[config.mk]
export PLATFORM = sky130hd
export DESIGN_NAME = ordered_list_delete_engine_unit_flat
export DESIGN_NICKNAME = d
export VERILOG_FILES = /design/src/hw/rtl/old_pkg.sv /design/src/hw/rtl/old_if.sv /design/src/hw/rtl/ordered_list_delete_engine_unit.sv /design/src/hw/rtl/old_mem.sv /design/src/hw/rtl/old_ctrl.sv /design/src/flat_wrapper.sv
export SDC_FILE = /design/constraint.sdc
export NUM_CORES = 2
export LEC_CHECK = 0
export BUFFER_PORTS_ARGS = -buffer_cell sky130_fd_sc_hd__buf_2
export CAP_MARGIN = 20
export CELL_PAD_IN_SITES_DETAIL_PLACEMENT = 1
export CELL_PAD_IN_SITES_GLOBAL_PLACEMENT = 2
export CORE_ASPECT_RATIO = 1.1
export CORE_MARGIN = 5
export CORE_UTILIZATION = 54
export DETAILED_ROUTE_END_ITERATION = 10
export GPL_ROUTABILITY_DRIVEN = 0
export PLACE_DENSITY = 0.85
export SLEW_MARGIN = 10
export SYNTH_ARGS = -nofsm -noshare
export SYNTH_HDL_FRONTEND = slang
export SYNTH_HIERARCHICAL = 1
export SYNTH_SLANG_ARGS = --single-unit
[constraint.sdc]
create_clock -name clk -period 14.95 [get_ports clk]
set_input_delay 0.7475 -clock clk [delete_from_list [all_inputs] [get_ports clk]]
set_output_delay 0.7475 -clock clk [all_outputs]
set_load 0.03 [all_outputs]
[src/hw/rtl/old_pkg.sv]
package old_pkg;

	localparam int DEPTH_DEF = 64;
	localparam int DATA_W    = 32;
	localparam int CMD_W     = 3;
	localparam int POS_W     = 16;
	localparam int STATUS_W  = 3;

	typedef enum logic [CMD_W-1:0] {
		CMD_APPEND     = 3'd0,
		CMD_POP_HEAD   = 3'd1,
		CMD_POP_TAIL   = 3'd2,
		CMD_REMOVE_AT  = 3'd3,
		CMD_REMOVE_VAL = 3'd4,
		CMD_READ       = 3'd5
	} cmd_t;

	typedef enum logic [STATUS_W-1:0] {
		ST_OK       = 3'd0,
		ST_EMPTY    = 3'd1,
		ST_RANGE    = 3'd2,
		ST_NOTFOUND = 3'd3,
		ST_FULL     = 3'd4
	} status_t;

	typedef enum logic [1:0] {
		S_IDLE,
		S_FETCH,
		S_SHIFT,
		S_SCAN
	} fsm_t;

endpackage

[src/hw/rtl/old_if.sv]
interface old_in_if;
	import old_pkg::*;

	logic                      valid;
	logic                      ready;
	logic [CMD_W-1:0]          command;
	logic signed [DATA_W-1:0]  item_value;
	logic [POS_W-1:0]          position;

	modport source (output valid, output command, output item_value, output position,
		input ready);
	modport sink (input valid, input command, input item_value, input position,
		output ready);
endinterface

interface old_out_if #(
	parameter int DEPTH = old_pkg::DEPTH_DEF
);
	import old_pkg::*;

	localparam int CNT_W = $clog2(DEPTH + 1);

	logic                      valid;
	logic                      ready;
	logic [STATUS_W-1:0]       status;
	logic signed [DATA_W-1:0]  result_value;
	logic [CNT_W-1:0]          entry_count;

	modport source (output valid, output status, output result_value, output entry_count,
		input ready);
	modport sink (input valid, input status, input result_value, input entry_count,
		output ready);
endinterface

[src/hw/rtl/ordered_list_delete_engine_unit.sv]
// Append, unused codes and the empty, range and full errors answer in the cycle after acceptance.
// A read fetches the entry at position i (from 1); removing it fetches it and then shifts each
// later entry one place nearer the head. Removal by value scans from the head; a miss scans all entries.
// One command is in flight at a time; the next can be taken at the edge its result beat leaves.
// Reset clears the count and the result valid flag; the result fields and the entry memory are not cleared.
module ordered_list_delete_engine_unit #(
	parameter int DEPTH = old_pkg::DEPTH_DEF
) (
	input  logic      clk,
	input  logic      arst_n,
	old_in_if.sink    cmd_ch,
	old_out_if.source res_ch
);
	import old_pkg::*;

	localparam int AW    = $clog2(DEPTH);
	localparam int CNT_W = $clog2(DEPTH + 1);

	logic              mem_wr_en;
	logic [AW-1:0]     mem_wr_addr;
	logic [DATA_W-1:0] mem_wr_data;
	logic [AW-1:0]     mem_rd_addr;
	logic [DATA_W-1:0] mem_rd_data;

	old_mem #(
		.DEPTH (DEPTH),
		.AW    (AW)
	) u_mem (
		.clk     (clk),
		.wr_en   (mem_wr_en),
		.wr_addr (mem_wr_addr),
		.wr_data (mem_wr_data),
		.rd_addr (mem_rd_addr),
		.rd_data (mem_rd_data)
	);

	old_ctrl #(
		.DEPTH (DEPTH),
		.AW    (AW),
		.CNT_W (CNT_W)
	) u_ctrl (
		.clk         (clk),
		.arst_n      (arst_n),
		.cmd_ch      (cmd_ch),
		.res_ch      (res_ch),
		.mem_wr_en   (mem_wr_en),
		.mem_wr_addr (mem_wr_addr),
		.mem_wr_data (mem_wr_data),
		.mem_rd_addr (mem_rd_addr),
		.mem_rd_data (mem_rd_data)
	);

`ifndef NO_ASSERTIONS
	a_count_bound: assert property (@(posedge clk) disable iff (!arst_n)
		res_ch.valid |-> (res_ch.entry_count <= CNT_W'(DEPTH)))
		else $error("entry count above depth");

	a_err_zero: assert property (@(posedge clk) disable iff (!arst_n)
		(res_ch.valid && (res_ch.status != ST_OK)) |-> (res_ch.result_value == '0))
		else $error("non-zero value on an error beat");

	a_full_count: assert property (@(posedge clk) disable iff (!arst_n)
		(res_ch.valid && (res_ch.status == ST_FULL)) |-> (res_ch.entry_count == CNT_W'(DEPTH)))
		else $error("list full reported below depth");

	a_empty_count: assert property (@(posedge clk) disable iff (!arst_n)
		(res_ch.valid && (res_ch.status == ST_EMPTY)) |-> (res_ch.entry_count == '0))
		else $error("list empty reported with entries present");
`endif

endmodule

[src/hw/rtl/old_mem.sv]
module old_mem #(
	parameter int DEPTH = old_pkg::DEPTH_DEF,
	parameter int AW    = $clog2(DEPTH)
) (
	input  logic                      clk,
	input  logic                      wr_en,
	input  logic [AW-1:0]             wr_addr,
	input  logic [old_pkg::DATA_W-1:0] wr_data,
	input  logic [AW-1:0]             rd_addr,
	output logic [old_pkg::DATA_W-1:0] rd_data
);
	import old_pkg::*;

	logic [DATA_W-1:0] mem_q [DEPTH];

	always_ff @(posedge clk) begin
		if (wr_en) begin
			mem_q[wr_addr] <= wr_data;
		end
		rd_data <= mem_q[rd_addr];
	end

endmodule

[src/hw/rtl/old_ctrl.sv]
module old_ctrl #(
	parameter int DEPTH = old_pkg::DEPTH_DEF,
	parameter int AW    = $clog2(DEPTH),
	parameter int CNT_W = $clog2(DEPTH + 1)
) (
	input  logic                       clk,
	input  logic                       arst_n,
	old_in_if.sink                     cmd_ch,
	old_out_if.source                  res_ch,
	output logic                       mem_wr_en,
	output logic [AW-1:0]              mem_wr_addr,
	output logic [old_pkg::DATA_W-1:0] mem_wr_data,
	output logic [AW-1:0]              mem_rd_addr,
	input  logic [old_pkg::DATA_W-1:0] mem_rd_data
);
	import old_pkg::*;

	localparam logic [CNT_W-1:0] FULL_CNT = CNT_W'(DEPTH);

	fsm_t              state_q, state_d;
	logic [CNT_W-1:0]  len_q, len_d;
	logic [AW-1:0]     addr_q, addr_d;
	logic [AW-1:0]     next_addr;
	logic [DATA_W-1:0] key_q, key_d;
	logic              take_q, take_d;
	logic [DATA_W-1:0] removed_q, removed_d;
	logic              more;
	logic              accept;
	logic              pos_bad;
	logic              list_empty;

	logic              fin;
	status_t           fin_status;
	logic [DATA_W-1:0] fin_value;
	logic [CNT_W-1:0]  fin_count;

	logic              res_valid_q;
	status_t           res_status_q;
	logic [DATA_W-1:0] res_value_q;
	logic [CNT_W-1:0]  res_count_q;

	assign cmd_ch.ready = (state_q == S_IDLE) && (!res_valid_q || res_ch.ready);
	assign accept       = cmd_ch.valid && cmd_ch.ready;
	assign next_addr    = addr_q + AW'(1);
	assign more         = (CNT_W'(addr_q) + CNT_W'(1)) < len_q;
	assign list_empty   = (len_q == '0);
	assign pos_bad      = (cmd_ch.position == '0) || (32'(cmd_ch.position) > 32'(len_q));

	always_comb begin
		state_d     = state_q;
		len_d       = len_q;
		addr_d      = addr_q;
		key_d       = key_q;
		take_d      = take_q;
		removed_d   = removed_q;
		fin         = 1'b0;
		fin_status  = ST_OK;
		fin_value   = '0;
		fin_count   = len_q;
		mem_wr_en   = 1'b0;
		mem_wr_addr = addr_q - AW'(1);
		mem_wr_data = mem_rd_data;
		mem_rd_addr = next_addr;
		unique case (state_q)
			S_IDLE: begin
				if (accept) begin
					fin = 1'b1;
					unique case (cmd_ch.command) inside
						CMD_APPEND: begin
							if (len_q == FULL_CNT) begin
								fin_status = ST_FULL;
							end else begin
								mem_wr_en   = 1'b1;
								mem_wr_addr = AW'(len_q);
								mem_wr_data = cmd_ch.item_value;
								len_d       = len_q + CNT_W'(1);
								fin_count   = len_q + CNT_W'(1);
							end
						end
						CMD_POP_HEAD, CMD_POP_TAIL: begin
							if (list_empty) begin
								fin_status = ST_EMPTY;
							end else begin
								fin         = 1'b0;
								take_d      = 1'b1;
								state_d     = S_FETCH;
								mem_rd_addr = (cmd_ch.command == CMD_POP_HEAD) ? '0
									: AW'(len_q - CNT_W'(1));
								addr_d      = mem_rd_addr;
							end
						end
						CMD_REMOVE_AT, CMD_READ: begin
							if (list_empty) begin
								fin_status = ST_EMPTY;
							end else if (pos_bad) begin
								fin_status = ST_RANGE;
							end else begin
								fin         = 1'b0;
								take_d      = (cmd_ch.command == CMD_REMOVE_AT);
								state_d     = S_FETCH;
								mem_rd_addr = AW'(cmd_ch.position - POS_W'(1));
								addr_d      = mem_rd_addr;
							end
						end
						CMD_REMOVE_VAL: begin
							if (list_empty) begin
								fin_status = ST_EMPTY;
							end else begin
								fin         = 1'b0;
								key_d       = cmd_ch.item_value;
								state_d     = S_SCAN;
								mem_rd_addr = '0;
								addr_d      = '0;
							end
						end
						default: begin
							// Unused codes leave the list alone and report ok.
							fin_status = ST_OK;
						end
					endcase
				end
			end
			S_FETCH: begin
				removed_d = mem_rd_data;
				if (!take_q) begin
					fin       = 1'b1;
					fin_value = mem_rd_data;
					state_d   = S_IDLE;
				end else if (more) begin
					addr_d  = next_addr;
					state_d = S_SHIFT;
				end else begin
					fin       = 1'b1;
					fin_value = mem_rd_data;
					len_d     = len_q - CNT_W'(1);
					fin_count = len_q - CNT_W'(1);
					state_d   = S_IDLE;
				end
			end
			S_SHIFT: begin
				// Data of entry addr_q lands one place nearer the head.
				mem_wr_en = 1'b1;
				if (more) begin
					addr_d = next_addr;
				end else begin
					fin       = 1'b1;
					fin_value = removed_q;
					len_d     = len_q - CNT_W'(1);
					fin_count = len_q - CNT_W'(1);
					state_d   = S_IDLE;
				end
			end
			S_SCAN: begin
				if (mem_rd_data == key_q) begin
					removed_d = mem_rd_data;
					if (more) begin
						addr_d  = next_addr;
						state_d = S_SHIFT;
					end else begin
						fin       = 1'b1;
						fin_value = mem_rd_data;
						len_d     = len_q - CNT_W'(1);
						fin_count = len_q - CNT_W'(1);
						state_d   = S_IDLE;
					end
				end else if (more) begin
					addr_d = next_addr;
				end else begin
					fin        = 1'b1;
					fin_status = ST_NOTFOUND;
					state_d    = S_IDLE;
				end
			end
			default: begin
				state_d = S_IDLE;
			end
		endcase
	end

	always_ff @(posedge clk or negedge arst_n) begin
		if (!arst_n) begin
			state_q <= S_IDLE;
		end else begin
			state_q <= state_d;
		end
	end

	always_ff @(posedge clk or negedge arst_n) begin
		if (!arst_n) begin
			len_q       <= '0;
			res_valid_q <= 1'b0;
		end else begin
			len_q <= len_d;
			if (fin) begin
				res_valid_q <= 1'b1;
			end else if (res_ch.ready) begin
				res_valid_q <= 1'b0;
			end
		end
	end

	always_ff @(posedge clk) begin
		addr_q    <= addr_d;
		key_q     <= key_d;
		take_q    <= take_d;
		removed_q <= removed_d;
		if (fin) begin
			res_status_q <= fin_status;
			res_value_q  <= fin_value;
			res_count_q  <= fin_count;
		end
	end

	assign res_ch.valid        = res_valid_q;
	assign res_ch.status       = res_status_q;
	assign res_ch.result_value = res_value_q;
	assign res_ch.entry_count  = res_count_q;

endmodule
[src/flat_wrapper.sv]
// flat-port wrapper written by rule: the top's interface ports become plain ports
module ordered_list_delete_engine_unit_flat import old_pkg::*;
#(
	parameter int DEPTH = old_pkg::DEPTH_DEF
)
  (clk, arst_n, cmd_ch_valid, cmd_ch_command, cmd_ch_item_value, cmd_ch_position, cmd_ch_ready, res_ch_valid, res_ch_status, res_ch_result_value, res_ch_entry_count, res_ch_ready);
  old_in_if cmd_ch_i ();
  old_out_if #(.DEPTH(DEPTH)) res_ch_i ();
  input  logic clk;
  input  logic arst_n;
  input wire logic [$bits(cmd_ch_i.valid)-1:0] cmd_ch_valid;
  input wire logic [$bits(cmd_ch_i.command)-1:0] cmd_ch_command;
  input wire logic [$bits(cmd_ch_i.item_value)-1:0] cmd_ch_item_value;
  input wire logic [$bits(cmd_ch_i.position)-1:0] cmd_ch_position;
  output wire logic [$bits(cmd_ch_i.ready)-1:0] cmd_ch_ready;
  output wire logic [$bits(res_ch_i.valid)-1:0] res_ch_valid;
  output wire logic [$bits(res_ch_i.status)-1:0] res_ch_status;
  output wire logic [$bits(res_ch_i.result_value)-1:0] res_ch_result_value;
  output wire logic [$bits(res_ch_i.entry_count)-1:0] res_ch_entry_count;
  input wire logic [$bits(res_ch_i.ready)-1:0] res_ch_ready;
  assign cmd_ch_i.valid = cmd_ch_valid;
  assign cmd_ch_i.command = cmd_ch_command;
  assign cmd_ch_i.item_value = cmd_ch_item_value;
  assign cmd_ch_i.position = cmd_ch_position;
  assign cmd_ch_ready = cmd_ch_i.ready;
  assign res_ch_valid = res_ch_i.valid;
  assign res_ch_status = res_ch_i.status;
  assign res_ch_result_value = res_ch_i.result_value;
  assign res_ch_entry_count = res_ch_i.entry_count;
  assign res_ch_i.ready = res_ch_ready;
  ordered_list_delete_engine_unit #(.DEPTH(DEPTH)) u_core (.clk(clk), .arst_n(arst_n), .cmd_ch(cmd_ch_i), .res_ch(res_ch_i));
endmodule
==> results.toml <==
[worst_setup_path]
crit_path_max_incr_delay_ns = 0.73
critPathLaunchType = "flop"
setup.worst_path.class = "reg -> reg"
cp_data_arrival_time_ns = 7.10
path_cells = "inv_1 > ha_1 > nand3_4 > or4_4 > a211oi_1 > nor2_1 > o221ai_4 > buf_4 > buf_4 > buf_12 > mux4_2 > a22oi_1 > nand3_1 > nand2_1 > a21oi_1"
slowest_stage = "buf_4"
crit_path_end_kind = "flop"
crit_fanout = 92
critPathRequiredTime_ns = 15.65
cpMostUsedCell = "buf_4"
rrSetupSlack_ns = 8.54

[timing]
worst_pin_slew_ns = 1.16
hold_ws_ns = 0.106
fmax_mhz = 156
setup_viol = 0
timing.final.crit_share_pct = 42.9
skew_ns = 0.0290
slew_violations = 0
fin_tns_setup_ns = 0
post-route-min-period_ns = 6.41
maxSlewHeadroom_pct = 22.9
finalHoldViolCount = 0
rsz0062_at_grt = "false"

[routing]
drtIter0Drc = 6026
wl_met3_microns = 23000
drc = 0
drtPass1Iterations = 5
vias = 44400
m1WireLength_microns = 87400
post_drt_wl_per_cell_microns = 36.4
vias_per_cell = 6.74
routed.top_layer = "met5"
wl_microns = 239000
ant_nets = 0
wl_met2_microns = 119000

[floorplan]
start_util_pct = 54.2
fp.coreArea_sq_um = 158000
ios = 99
dieArea_sq_um = 167000
die_h_microns = 428
rows = 153
die_x_microns = 390

[layout]
fin_nets = 4388
layout-drive-gt1-share_pct = 24.5
post-route-util_pct = 60.7
area_growth_pct = 12.0
final_cells = 6580

[global_route]
grt_antenna_before_repair = 10
gr-usage-all-layers_pct = 28.8
grt_max_degree = 107
grt_pass1_wl_microns = 343000
grt_pass1_vias = 46200
overflow = 0

[synth]
syn-cell-area_sq_um = 85600
synth_compound_area_share_pct = 3.96
synth_xor_xnor_area_share_pct = 0.532
synth_nets = 4177
syn_avg_cell_area_sq_um = 20.9
yosysMostFrequentCell = "edfxtp_1"
ys_ff_latch = 2203
ys_types = 74
yosysWarnings = 6
synth_flop_cell = "edfxtp_1"
synthAdderAreaFrac_pct = 0.351
synth_top_family_by_area = "multiplexers"
synth_top_area_share_pct = 75.8
ys_top_cells_by_area = "edfxtp_1 76%, mux4_2 12%, mux2i_1 2.2%"
postSynth.asyncResetShare_pct = 0.454
synth.mux.area_fraction_pct = 14.0
netlist_top_cells_count = "2161 x edfxtp_1, 446 x mux4_2, 191 x mux2i_1"
synth-simple-area-share_pct = 2.54
synth_edf_count = 2161
yosys.area.top_type = "edfxtp_1"
netlist_instances = 4098
synth_seq_area_share_pct = 76.9

[hold_path]
hp-class = "in -> reg"

[clock_network]
cts.sinks = 2203
clock_path_buffers = 3
cts-buffers-inserted = 202
clk_pin_slew_ns = 0.07
post_cts_resized = 0
postCtsSetupBuffers = 0
cts-root-buf = "clkbuf_16"
htreeDepth = 4
clk_latency_ns = 0.85
cts_tree = "built"

[pwr]
vdd_drop_max_mv = 0.263
finalPower_mw = 22.8
p_per_area_nw_per_um2 = 237
p_leak_nw = 30.5

[run]
drv_cap = 0

[status]
run_status = "finished clean"

[placed_design]
port-buffer-count = 98
post-place-cells = 6183
dp_hpwl_microns = 134000
-- worst paths after layout --
path | from | to | depth (start not counted)
hold / removal | cmd_ch_item_value[20] | u_core/u_ctrl/key_q[20] | 1
hold reg to reg | u_core/u_ctrl/removed_q[29] | u_core/u_ctrl/res_ch.result_value[29] | 1
min in group asynchronous | arst_n | u_core/u_ctrl/state_q[1] | 2
setup reg to reg | u_core/u_ctrl/len_q[0] | u_core/u_mem/rd_data[10] | 15
setup / recovery | u_core/u_ctrl/len_q[0] | u_core/u_mem/rd_data[10] | 15
max in group asynchronous | arst_n | u_core/u_ctrl/len_q[6] | 2
-- cells in the final DEF (no fill, tap or decap), types with 45 or more instances in the layout --
| master | n |
|---|---|
| a22o_1 | 45 |
| edfxtp_1 | 2161 |
| nand2_1 | 125 |
| buf_4 | 119 |
| a21oi_1 | 54 |
| nor2_4 | 65 |
| buf_2 | 98 |
| clkbuf_1 | 53 |
| mux2i_1 | 191 |
| nand3_1 | 59 |
| nor2_1 | 48 |
| a22oi_1 | 135 |
| mux4_2 | 446 |
| clkbuf_16 | 204 |
-- sequential cells by signal, indices dropped and copies added (netlist names), 2 cells and up --
name and count:
u_core/u_ctrl/len_q 7, u_core/u_mem/rd_data 32, u_core/u_ctrl/res_ch.status 3, u_core/u_ctrl/res_ch.result_value 32
u_core/u_ctrl/res_ch.entry_count 7, u_core/u_ctrl/key_q 32, u_core/u_mem/mem_q 2048, u_core/u_ctrl/addr_q 6
u_core/u_ctrl/state_q 2, u_core/u_ctrl/removed_q 32
-- per-layer routing --
layer	up-vias	track usage (%)
met1	23600	38.6
met3	505	5.23
met4	10	10.7
met2	2674	48.1
li1	17500	-
met5	-	0
-- what timing repair did --
item | 4_1_cts | 5_1_grt
hold buffers | 1 | 0
setup endpoints to repair | 0 | 0
endpoints found under the hold margin | 10 | 0
-- through the flow --
step                area, sq um  setup slack, ns
floorplan                 85600             9.71
global placement          88900             8.31
detailed placement        89000             8.21
CTS                       95500             8.36
global route              95800             7.94
finish                    95800             8.54
-- final cells by class --
type                       count  area (sq um)
sequential                  2203         65800
fill                       13100         62100
multi-input combinational   1640         19000
clock buffer                 266          5430
tap                         2092          2620
timing repair buffer         239          1790
clock inverter               111          1130
inverter                      23          86.3
antenna                        6          15.0
-- kinds of logic (layout without fill, tap and decap cells) --
| group | Yosys count | after routing |
|---|---|---|
| fa+ha+maj | 24 | 24 |
| compound gates | 468 | 468 |
| flops | 2203 | 2203 |
| mux | 637 | 637 |
| other cells | 0 | 6 |
| xor+xnor | 52 | 52 |
| simple gates | 459 | 459 |
| buf+inv | 255 | 639 |
-- worst max-delay path, delay by kind of cell (launching register included) --
kind / cells / cell delay (ns)
muxes: 1 / 0.62
DFF: 1 / 0.53
buffers and inverters: 4 / 2.18
adders and majority gates: 1 / 0.28
AOI/OAI and AO/OA: 4 / 1.02
and+or+nand+nor: 5 / 1.38
-- where the power goes --
part	internal, mW	switching (mW)	total [mW]	leakage (nW)
Clock	2.89	2.26	5.16	3.19
Combinational	3.18	6.08	9.26	7.43
Sequential	8.09	0.251	8.34	19.9
Note: power is estimated with default switching activity, not from simulation.
